===== src/rtl/assert_macros.svh =====
// Assertion macros shared by the scheduler RTL.
// Included by files that carry concurrent assertions.
`ifndef ASSERT_MACROS_SVH
`define ASSERT_MACROS_SVH

// Clocked assertion, disabled while reset is high.
`define CPTS_ASSERT(lbl, prop, msg) \
  lbl: assert property (@(posedge clk) disable iff (rst) prop) else $error(msg);

// Clocked assertion that also holds during reset.
`define CPTS_ASSERT_ALWAYS(lbl, prop, msg) \
  lbl: assert property (@(posedge clk) prop) else $error(msg);

`endif


===== src/rtl/cpts_pkg.sv =====
// Types, codes and helper functions for the counter priority task scheduler.
// No dependencies; used by the slot cell and the top level.
package cpts_pkg;

  localparam logic [2:0] REQ_TICK    = 3'd0;
  localparam logic [2:0] REQ_YIELD   = 3'd1;
  localparam logic [2:0] REQ_EXIT    = 3'd2;
  localparam logic [2:0] REQ_PDIS    = 3'd3;
  localparam logic [2:0] REQ_PENA    = 3'd4;
  localparam logic [2:0] REQ_LOAD    = 3'd5;
  localparam logic [2:0] REQ_SIGNAL  = 3'd6;

  localparam logic [1:0] ST_RUNNING  = 2'd0;
  localparam logic [1:0] ST_STOPPED  = 2'd1;
  localparam logic [1:0] ST_ZOMBIE   = 2'd2;
  localparam logic [1:0] ST_WAITING  = 2'd3;

  localparam logic [1:0] SIG_KILL    = 2'd0;
  localparam logic [1:0] SIG_STOP    = 2'd1;
  localparam logic [1:0] SIG_RESUME  = 2'd2;

  localparam logic [7:0] PID_NONE    = 8'hff;

  // Broadcast command to all cells.
  typedef struct packed {
    logic       load;
    logic       post;
    logic       tick;
    logic       yield_c;
    logic       exit_c;
    logic       pdis;
    logic       pena;
    logic       scan;
    logic       recharge;
    logic       fin;
    logic       v;
    logic [7:0] pid;
    logic [3:0] prio;
    logic [7:0] cnt;
    logic [1:0] st;
    logic [7:0] wpid;
    logic [1:0] kind;
    logic [7:0] wake_pid;
  } cmd_t;

  // Per-cell decoded selects.
  typedef struct packed {
    logic tgt;
    logic cur;
    logic step;
    logic best;
  } sel_t;

  // Running best candidate handed down the chain.
  typedef struct packed {
    logic       found;
    logic [7:0] maxc;
  } tok_t;

  typedef struct packed {
    logic       valid;
    logic [1:0] st;
    logic [7:0] cnt;
    logic [3:0] depth;
    logic [7:0] pid;
  } stat_t;

  typedef struct packed {
    logic [1:0] st;
    logic [2:0] pend;
  } sig_t;

  // One pending signal taken: kill before stop before resume.
  function automatic sig_t apply_sig(input logic [1:0] st, input logic [2:0] pend);
    sig_t r;
    r.st   = st;
    r.pend = pend;
    if (pend[0]) begin
      r.st      = ST_ZOMBIE;
      r.pend[0] = 1'b0;
    end else if (pend[1]) begin
      r.st      = ST_STOPPED;
      r.pend[1] = 1'b0;
    end else if (pend[2]) begin
      r.st      = ST_RUNNING;
      r.pend[2] = 1'b0;
    end
    return r;
  endfunction

  function automatic logic [7:0] recharge(input logic [7:0] cnt, input logic [3:0] prio);
    logic [8:0] s;
    s = {2'b00, cnt[7:1]} + {5'd0, prio};
    return s[8] ? 8'hff : s[7:0];
  endfunction

endpackage


===== src/rtl/cpts_if.sv =====
// Valid/ready channel interfaces for scheduler requests and results.
// Depends on nothing but plain logic types.
interface cpts_in_if;
  logic       valid;
  logic       ready;
  logic [2:0] req_type;
  logic [3:0] slot;
  logic       slot_valid_in;
  logic [7:0] task_id;
  logic [3:0] prio;
  logic [7:0] start_counter;
  logic [1:0] task_state;
  logic [7:0] awaited_id;
  logic [1:0] signal_kind;

  modport source (output valid, req_type, slot, slot_valid_in, task_id, prio,
                  start_counter, task_state, awaited_id, signal_kind, input ready);
  modport sink (input valid, req_type, slot, slot_valid_in, task_id, prio,
                start_counter, task_state, awaited_id, signal_kind, output ready);
endinterface

interface cpts_out_if;
  logic       valid;
  logic       ready;
  logic [3:0] current_slot;
  logic       switched;
  logic       no_runnable;
  logic [7:0] current_count;

  modport source (output valid, current_slot, switched, no_runnable, current_count,
                  input ready);
  modport sink (input valid, current_slot, switched, no_runnable, current_count,
                output ready);
endinterface


===== src/rtl/cpts_cell.sv =====
// One task slot: holds the slot entry and one stage of the best-slot chain.
// Depends on cpts_pkg.
module cpts_cell
  import cpts_pkg::*;
#(
  parameter bit FIRST = 1'b0
) (
  input  logic  clk,
  input  logic  rst,
  input  cmd_t  cmd,
  input  sel_t  sel,
  input  tok_t  tok_in,
  output tok_t  tok_out,
  output logic  take,
  output stat_t stat
);

  logic       valid;
  logic [1:0] st;
  logic [7:0] cnt;
  logic [3:0] prio;
  logic [2:0] pend;
  logic [7:0] pid;
  logic [7:0] wpid;
  logic [3:0] depth;
  sig_t       sig;

  assign sig  = apply_sig(st, pend);
  assign take = cmd.scan && sel.step && valid && sig.st == ST_RUNNING &&
                (!tok_in.found || cnt > tok_in.maxc);

  assign stat.valid = valid;
  assign stat.st    = st;
  assign stat.cnt   = cnt;
  assign stat.depth = depth;
  assign stat.pid   = pid;

  always_ff @(posedge clk) begin
    if (rst) begin
      valid   <= FIRST;
      st      <= ST_RUNNING;
      cnt     <= 8'd0;
      prio    <= FIRST ? 4'd1 : 4'd0;
      pend    <= 3'd0;
      pid     <= 8'd0;
      wpid    <= 8'd0;
      depth   <= 4'd0;
      tok_out <= '0;
    end else begin
      if (cmd.load && sel.tgt) begin
        valid <= cmd.v;
        pid   <= cmd.pid;
        prio  <= cmd.prio;
        cnt   <= cmd.cnt;
        st    <= cmd.st;
        wpid  <= cmd.wpid;
        pend  <= 3'd0;
        depth <= 4'd0;
      end
      if (cmd.post && sel.tgt) begin
        case (cmd.kind)
          SIG_KILL:   pend <= pend | 3'b001;
          SIG_STOP:   pend <= pend | 3'b010;
          SIG_RESUME: pend <= pend | 3'b100;
          default:    pend <= pend;
        endcase
      end
      if (sel.cur) begin
        if (cmd.tick && cnt != 8'd0) cnt <= cnt - 8'd1;
        if (cmd.yield_c) cnt <= 8'd0;
        if (cmd.exit_c) begin
          st  <= ST_ZOMBIE;
          cnt <= 8'd0;
        end
        if (cmd.pdis && depth != 4'hf) depth <= depth + 4'd1;
        if (cmd.pena && depth != 4'd0) depth <= depth - 4'd1;
      end else if (cmd.exit_c && valid && st == ST_WAITING && wpid == cmd.wake_pid) begin
        st   <= ST_RUNNING;
        wpid <= PID_NONE;
      end
      if (cmd.scan && sel.step) begin
        if (valid) begin
          st   <= sig.st;
          pend <= sig.pend;
        end
        if (take) begin
          tok_out.found <= 1'b1;
          tok_out.maxc  <= cnt;
        end else begin
          tok_out <= tok_in;
        end
      end
      if (cmd.recharge && valid) cnt <= recharge(cnt, prio);
      if (cmd.fin && sel.best) begin
        st   <= sig.st;
        pend <= sig.pend;
      end
    end
  end

endmodule


===== src/rtl/counter_priority_task_scheduler_unit.sv =====
// Requests without reschedule go straight to S_DONE, which posts the result
// once the output is free; a reschedule runs up to MAX_PASSES passes, each set
// by the walk of the best-slot token down the cell chain, one slot per cycle.
// One request at a time; the next one is taken the cycle after the result is
// posted. Synchronous reset: slot 0 valid, priority 1.
module counter_priority_task_scheduler_unit
  import cpts_pkg::*;
#(
  parameter int SLOTS      = 16,
  parameter int MAX_PASSES = 3
) (
  input logic     clk,
  input logic     rst,
  cpts_in_if.sink   in_ch,
  cpts_out_if.source out_ch
);
  `include "assert_macros.svh"

  localparam int IW = (SLOTS > 1) ? $clog2(SLOTS) : 1;
  localparam int PW = $clog2(MAX_PASSES) + 1;

  localparam logic [2:0] S_IDLE  = 3'd0;
  localparam logic [2:0] S_SCAN  = 3'd1;
  localparam logic [2:0] S_EVAL  = 3'd2;
  localparam logic [2:0] S_RECHG = 3'd3;
  localparam logic [2:0] S_FINAL = 3'd4;
  localparam logic [2:0] S_CHECK = 3'd5;
  localparam logic [2:0] S_DONE  = 3'd6;

  logic [2:0]    state;
  logic [IW-1:0] step;
  logic [PW-1:0] pass;
  logic [IW-1:0] best;
  logic [IW-1:0] old;
  logic [IW-1:0] running;
  logic          none;

  cmd_t  cmd;
  tok_t  tok_in  [SLOTS];
  tok_t  tok_out [SLOTS];
  logic  take    [SLOTS];
  stat_t stat    [SLOTS];
  stat_t cur;
  logic  acc;
  logic  resched;

  assign in_ch.ready = (state == S_IDLE);
  assign acc = in_ch.valid && in_ch.ready;
  assign cur = stat[running];

  always_comb begin
    cmd          = '0;
    cmd.v        = in_ch.slot_valid_in;
    cmd.pid      = in_ch.task_id;
    cmd.prio     = in_ch.prio;
    cmd.cnt      = in_ch.start_counter;
    cmd.st       = in_ch.task_state;
    cmd.wpid     = in_ch.awaited_id;
    cmd.kind     = in_ch.signal_kind;
    cmd.wake_pid = cur.pid;
    resched      = 1'b0;
    if (acc) begin
      unique case (in_ch.req_type)
        REQ_TICK: begin
          cmd.tick = 1'b1;
          resched  = cur.cnt <= 8'd1 && cur.depth == 4'd0;
        end
        REQ_YIELD: begin
          cmd.yield_c = 1'b1;
          resched     = 1'b1;
        end
        REQ_EXIT: begin
          cmd.exit_c = 1'b1;
          resched    = 1'b1;
        end
        REQ_PDIS:   cmd.pdis = 1'b1;
        REQ_PENA:   cmd.pena = 1'b1;
        REQ_LOAD:   cmd.load = 1'b1;
        REQ_SIGNAL: cmd.post = 1'b1;
        default: ;
      endcase
    end
    cmd.scan     = (state == S_SCAN);
    cmd.recharge = (state == S_RECHG);
    cmd.fin      = (state == S_FINAL);
  end

  for (genvar i = 0; i < SLOTS; i++) begin : g_cell
    sel_t sel;
    assign sel.tgt  = (32'(in_ch.slot) == i);
    assign sel.cur  = (32'(running) == i);
    assign sel.step = (32'(step) == i);
    assign sel.best = (32'(best) == i);
    if (i == 0) begin : g_head
      assign tok_in[i] = '0;
    end else begin : g_link
      assign tok_in[i] = tok_out[i-1];
    end
    cpts_cell #(.FIRST(i == 0)) u_cell (
      .clk     (clk),
      .rst     (rst),
      .cmd     (cmd),
      .sel     (sel),
      .tok_in  (tok_in[i]),
      .tok_out (tok_out[i]),
      .take    (take[i]),
      .stat    (stat[i])
    );
  end

  always_ff @(posedge clk) begin
    if (rst) begin
      state        <= S_IDLE;
      step         <= '0;
      pass         <= '0;
      best         <= '0;
      old          <= '0;
      running      <= '0;
      none         <= 1'b0;
      out_ch.valid <= 1'b0;
    end else begin
      if (out_ch.valid && out_ch.ready && state != S_DONE) out_ch.valid <= 1'b0;
      unique case (state)
        S_IDLE: begin
          if (acc) begin
            old  <= running;
            none <= 1'b0;
            step <= '0;
            pass <= '0;
            state <= resched ? S_SCAN : S_DONE;
          end
        end
        S_SCAN: begin
          if (take[step]) best <= step;
          step <= step + 1'b1;
          if (step == IW'(SLOTS - 1)) state <= S_EVAL;
        end
        S_EVAL: begin
          if (tok_out[SLOTS-1].found) begin
            state <= S_FINAL;
          end else if (32'(pass) + 1 < MAX_PASSES) begin
            state <= S_RECHG;
          end else begin
            none  <= 1'b1;
            state <= S_DONE;
          end
        end
        S_RECHG: begin
          pass  <= pass + 1'b1;
          step  <= '0;
          state <= S_SCAN;
        end
        S_FINAL: state <= S_CHECK;
        S_CHECK: begin
          if (stat[best].st == ST_RUNNING) running <= best;
          state <= S_DONE;
        end
        S_DONE: begin
          if (!out_ch.valid || out_ch.ready) begin
            out_ch.valid         <= 1'b1;
            out_ch.current_slot  <= 4'(running);
            out_ch.switched      <= (running != old);
            out_ch.no_runnable   <= none;
            out_ch.current_count <= cur.cnt;
            state                <= S_IDLE;
          end
        end
        default: state <= S_IDLE;
      endcase
    end
  end

  `CPTS_ASSERT(a_yield_scans,
    (acc && in_ch.req_type == REQ_YIELD) |=> state == S_SCAN,
    "yield did not start a reschedule")
  `CPTS_ASSERT(a_scan_full_row,
    state == S_EVAL |-> $past(step) == IW'(SLOTS - 1),
    "pass ended before the last slot")
  `CPTS_ASSERT(a_none_after_all,
    (state == S_DONE && none) |-> 32'(pass) == MAX_PASSES - 1,
    "no_runnable set before all passes ran")

endmodule

===== src/flat_wrapper.sv =====
// flat-port wrapper written by rule: the top's interface ports become plain ports
module counter_priority_task_scheduler_unit_flat import cpts_pkg::*;
#(
  parameter int SLOTS      = 16,
  parameter int MAX_PASSES = 3
)
  (clk, rst, in_ch_valid, in_ch_req_type, in_ch_slot, in_ch_slot_valid_in, in_ch_task_id, in_ch_prio, in_ch_start_counter, in_ch_task_state, in_ch_awaited_id, in_ch_signal_kind, in_ch_ready, out_ch_valid, out_ch_current_slot, out_ch_switched, out_ch_no_runnable, out_ch_current_count, out_ch_ready);
  cpts_in_if in_ch_i ();
  cpts_out_if out_ch_i ();
  input logic clk;
  input logic rst;
  input wire logic [$bits(in_ch_i.valid)-1:0] in_ch_valid;
  input wire logic [$bits(in_ch_i.req_type)-1:0] in_ch_req_type;
  input wire logic [$bits(in_ch_i.slot)-1:0] in_ch_slot;
  input wire logic [$bits(in_ch_i.slot_valid_in)-1:0] in_ch_slot_valid_in;
  input wire logic [$bits(in_ch_i.task_id)-1:0] in_ch_task_id;
  input wire logic [$bits(in_ch_i.prio)-1:0] in_ch_prio;
  input wire logic [$bits(in_ch_i.start_counter)-1:0] in_ch_start_counter;
  input wire logic [$bits(in_ch_i.task_state)-1:0] in_ch_task_state;
  input wire logic [$bits(in_ch_i.awaited_id)-1:0] in_ch_awaited_id;
  input wire logic [$bits(in_ch_i.signal_kind)-1:0] in_ch_signal_kind;
  output wire logic [$bits(in_ch_i.ready)-1:0] in_ch_ready;
  output wire logic [$bits(out_ch_i.valid)-1:0] out_ch_valid;
  output wire logic [$bits(out_ch_i.current_slot)-1:0] out_ch_current_slot;
  output wire logic [$bits(out_ch_i.switched)-1:0] out_ch_switched;
  output wire logic [$bits(out_ch_i.no_runnable)-1:0] out_ch_no_runnable;
  output wire logic [$bits(out_ch_i.current_count)-1:0] out_ch_current_count;
  input wire logic [$bits(out_ch_i.ready)-1:0] out_ch_ready;
  assign in_ch_i.valid = in_ch_valid;
  assign in_ch_i.req_type = in_ch_req_type;
  assign in_ch_i.slot = in_ch_slot;
  assign in_ch_i.slot_valid_in = in_ch_slot_valid_in;
  assign in_ch_i.task_id = in_ch_task_id;
  assign in_ch_i.prio = in_ch_prio;
  assign in_ch_i.start_counter = in_ch_start_counter;
  assign in_ch_i.task_state = in_ch_task_state;
  assign in_ch_i.awaited_id = in_ch_awaited_id;
  assign in_ch_i.signal_kind = in_ch_signal_kind;
  assign in_ch_ready = in_ch_i.ready;
  assign out_ch_valid = out_ch_i.valid;
  assign out_ch_current_slot = out_ch_i.current_slot;
  assign out_ch_switched = out_ch_i.switched;
  assign out_ch_no_runnable = out_ch_i.no_runnable;
  assign out_ch_current_count = out_ch_i.current_count;
  assign out_ch_i.ready = out_ch_ready;
  counter_priority_task_scheduler_unit #(.SLOTS(SLOTS), .MAX_PASSES(MAX_PASSES)) u_core (.clk(clk), .rst(rst), .in_ch(in_ch_i), .out_ch(out_ch_i));
endmodule

===== config.mk =====
export PLATFORM = sky130hd
export DESIGN_NAME = counter_priority_task_scheduler_unit_flat
export DESIGN_NICKNAME = d
export VERILOG_FILES = /design/src/rtl/cpts_pkg.sv /design/src/rtl/cpts_if.sv /design/src/rtl/cpts_cell.sv /design/src/rtl/counter_priority_task_scheduler_unit.sv /design/src/flat_wrapper.sv
export VERILOG_INCLUDE_DIRS = /design/src /design/src/rtl
export SDC_FILE = /design/constraint.sdc
export NUM_CORES = 2
export LEC_CHECK = 0
export ABC_AREA = 0
export BUFFER_PORTS_ARGS = -buffer_cell sky130_fd_sc_hd__buf_4
export CAP_MARGIN = 40
export CELL_PAD_IN_SITES_DETAIL_PLACEMENT = 0
export CELL_PAD_IN_SITES_GLOBAL_PLACEMENT = 1
export CORE_MARGIN = 1.5
export CORE_UTILIZATION = 36
export DETAILED_ROUTE_END_ITERATION = 7
export HOLD_SLACK_MARGIN = 0.06
export PLACE_DENSITY_LB_ADDON = 0.15
export SKIP_LAST_GASP = 1
export SLEW_MARGIN = 20
export SYNTH_ARGS = -nofsm -noshare
export SYNTH_HDL_FRONTEND = slang
export SYNTH_HIERARCHICAL = 1
export SYNTH_SLANG_ARGS = --single-unit

===== constraint.sdc =====
create_clock -name clk -period 12.2 [get_ports clk]
set_clock_uncertainty 0.15 [all_clocks]
set_input_delay 1.22 -clock clk [delete_from_list [all_inputs] [get_ports clk]]
set_output_delay 1.22 -clock clk [all_outputs]
set_load 0.05 [all_outputs]

==> key figures <==
Route
  • Via Count: 46,600
  • DRT antenna net count: 0
  • Number of DRC markers in iteration 0: 4,346
  • Post-DR vias/cell: 5.76
  • Final wirelength: 194,000 µm
  • Wirelength per Cell: 24.0 µm
  • Post-route DRC: 0
  • DR pass1 iterations: 7

Die
  • Initial Util: 36.2%
  • Full die area: 0.140 mm²
  • Num rows: 136
  • Horiz. Die Dim: 375 µm
  • Num ports: 60
  • Die height: 375 µm
  • Core area: 0.137 mm²

Critical path
  • Reg2Reg Depth: 9
  • Worst setup path class: flip-flop to flip-flop
  • Critical Path Fanout Max: 43
  • FF-to-FF setup slack: 7.40 ns
  • Critical path data arrival time: 5.23 ns
  • Reg-to-reg startpoint: u_core/running[0]
  • Critical Path RT: 12.63 ns
  • Nature of the critical path startpoint: flip-flop
  • Reg-to-Reg End: u_core/g_cell[9].u_cell/st[1]
  • Setup crit end kind: flip-flop

STA
  • Fin crit period: 4.80 ns
  • Final Hold Viols: 0
  • WHS: 0.304 ns
  • Final WS setup: 7.40 ns
  • Period utilisation layout: 39.4%
  • Rel. slew slack: 37.5%
  • Final setup vio count: 0
  • Fmax: 208 MHz
  • RSZ-0062 raised after global routing: no
  • Post-Route Setup TNS: 0 ns
  • Slew @ Worst Pin: 0.933 ns
  • Slew Viols, Final: 0

Clock tree
  • Post-CTS setup buffers: 0
  • Clock sink total: 782
  • Longest Clk Path Bufs: 3
  • Post-CTS Hold Fix Bufs: 0
  • TritonCTS clock tree: yes
  • Clock transition at the registers of the reported paths: 0.06 ns
  • Worst skew pair latency: 0.73 ns
  • Htree depth: 3
  • Post_cts resized: 0
  • Clock tree root buffer cell: clkbuf_16
  • Num CTS Buffers: 96

Global route
  • Vias in the first global route: 43,500
  • Global-route usage over all layers: 26.9%
  • Total grt overflow: 0
  • First-pass GRT wire length: 289,000 µm
  • Largest net degree at the start of global routing: 131
  • Initial antenna violation count: 6

Place
  • Dpl ws: 7.45 ns
  • Placed cell area: 0.0517 mm²
  • DP Wirelength: 131,000 µm
  • GP Congestion: 0.881
  • IO Port Bufs: 59
  • Placed cells: 7,907

Finish
  • Post-Layout Cell Count: 8,089
  • Nets@finish: 6,536
  • Area Growth Syn to Fin: 10.8%
  • Post-layout util: 40.1%
  • Layout cells sized above 1: 8.58%
  • Fillcell total: 14,000
  • Final instance area: 0.0551 mm²

Worst hold path
  • Hold Path Cell Cnt: 2
  • Hold endpoint: u_core/g_cell[15].u_cell/pid[5]
  • Worst Hold Class: flip-flop to flip-flop
  • Worst Hold Launch: u_core/g_cell[15].u_cell/pid[5]

Power and ir drop
  • Clk pwr share: 48.7%
  • Worst vdd ir: 0.116 mV
  • NetSw: 1.71 mW
  • Int Pwr: 4.52 mW
  • Leak Pwr: 20.3 nW
  • Final Power: 6.23 mW
  • Seq pwr share: 42.3%
  • Sw frac: 27.4%
  • PwrDens: 113 mW/mm²
  • Combinational Power Share: 9.0%

Synthesis
  • Synth warn: 6
  • Syn Inst Count: 6,291
  • Synth Area per Inst: 7.90 µm²
  • Post-Syn Area: 0.0497 mm²

Run
  • # Max-Cap Violations: 0

Outcome
  • Status: complete, no violations
## critical path: stages, from the launching register on
cell and delay (ns):
dfxtp_4 0.75, buf_4 0.42, buf_16 0.31, mux4_2 0.56, mux4_2 0.85, xor2_1 0.29
nor4_1 0.39, nand4_1 0.48, a31oi_1 0.33, nor2_1 0.06
## layer usage
metal  global-route usage, %  share of wire [%]  vias to the layer above
li1                        -                  -                    22200
met1                    37.9                 46                    22500
met2                    42.0                 44                     1570
met3                    3.88                6.5                      261
met4                    8.53                2.9                        6
met5                       0              0.023                        -
## state kept, by name (all words and copies together), names as in the netlist, 3 cells and up
register                      count
u_core/g_cell.u_cell/depth       64
u_core/g_cell.u_cell/st          32
u_core/best                       4
u_core/g_cell.u_cell/valid       16
u_core/g_cell.u_cell/pend        48
u_core/g_cell.u_cell/pid        128
u_core/running                    4
u_core/state                      3
u_core/g_cell.u_cell/cnt        128
u_core/g_cell.u_cell/tok_out    136
u_core/step                       4
u_core/g_cell.u_cell/prio        64
u_core/out_ch.current_count       8
u_core/old                        4
u_core/out_ch.current_slot        4
u_core/pass                       3
u_core/g_cell.u_cell/wpid       128
## worst max path at each step
stage / start / to / slack, ns / cells past startpoint
6_report: u_core/running[0] / u_core/g_cell[9].u_cell/st[1] / 7.40 / 9
5_1_grt: u_core/running[0] / u_core/g_cell[5].u_cell/st[1] / 7.22 / 9
4_1_cts: u_core/running[0] / u_core/g_cell[9].u_cell/st[1] / 7.44 / 9
3_5_place_dp: u_core/running[0] / u_core/g_cell[9].u_cell/st[1] / 7.45 / 9
3_3_place_gp: u_core/running[0] / u_core/g_cell[10].u_cell/st[1] / 7.38 / 8
2_1_floorplan: in_ch_valid / u_core/g_cell[0].u_cell/depth[1] / 4.31 / 7
## power groups by stage
| stage | Sequential, mW | Combinational [mW] | Clock, mW |
|---|---|---|---|
| 5_1_grt | 2.64 | 0.596 | 3.21 |
| 6_report | 2.64 | 0.558 | 3.04 |
| 2_1_floorplan | 2.68 | 0.297 | 0 |
| 3_5_place_dp | 2.69 | 0.549 | 0 |
| 3_3_place_gp | 2.69 | 0.539 | 0 |
| 4_1_cts | 2.64 | 0.550 | 3.11 |
## placed cells by master (no fill, tap or decap), types with 18 or more instances in the layout
cell type	n
nand2_1	1210
dfxtp_1	764
a21oi_1	595
nor2_1	541
ha_1	261
inv_1	250
xor2_1	186
a31oi_1	185
a211oi_1	173
o21ai_0	170
mux2i_1	151
buf_4	137
nor3_1	127
clkbuf_16	96
nand3_1	94
xnor2_1	91
nor2b_1	72
a21o_1	72
mux4_2	71
and2_1	70
o22ai_1	61
nand4_1	59
nor4_1	44
a22oi_1	42
nand2b_1	40
and3_1	39
o31ai_1	32
o21ai_1	32
nand3b_1	28
nor3b_1	26
clkbuf_8	25
o211a_1	24
a21oi_2	24
o211ai_1	22
or2_2	22
clkbuf_1	21
conb_1	19
clkinv_2	18
## layout make-up
class,count,area [µm²],area share (%)
Clock buffer,142,2830,5.13
Sequential cell,782,15800,28.7
Clock inverter,33,458,0.831
Timing Repair Buffer,158,1420,2.58
Antenna cell,3,7.51,0.0136
Multi-Input combinational cell,4927,31400,57.0
Inverter,250,938,1.70
Tap cell,1794,2240,4.07
Power figures use the tool's default switching activity.
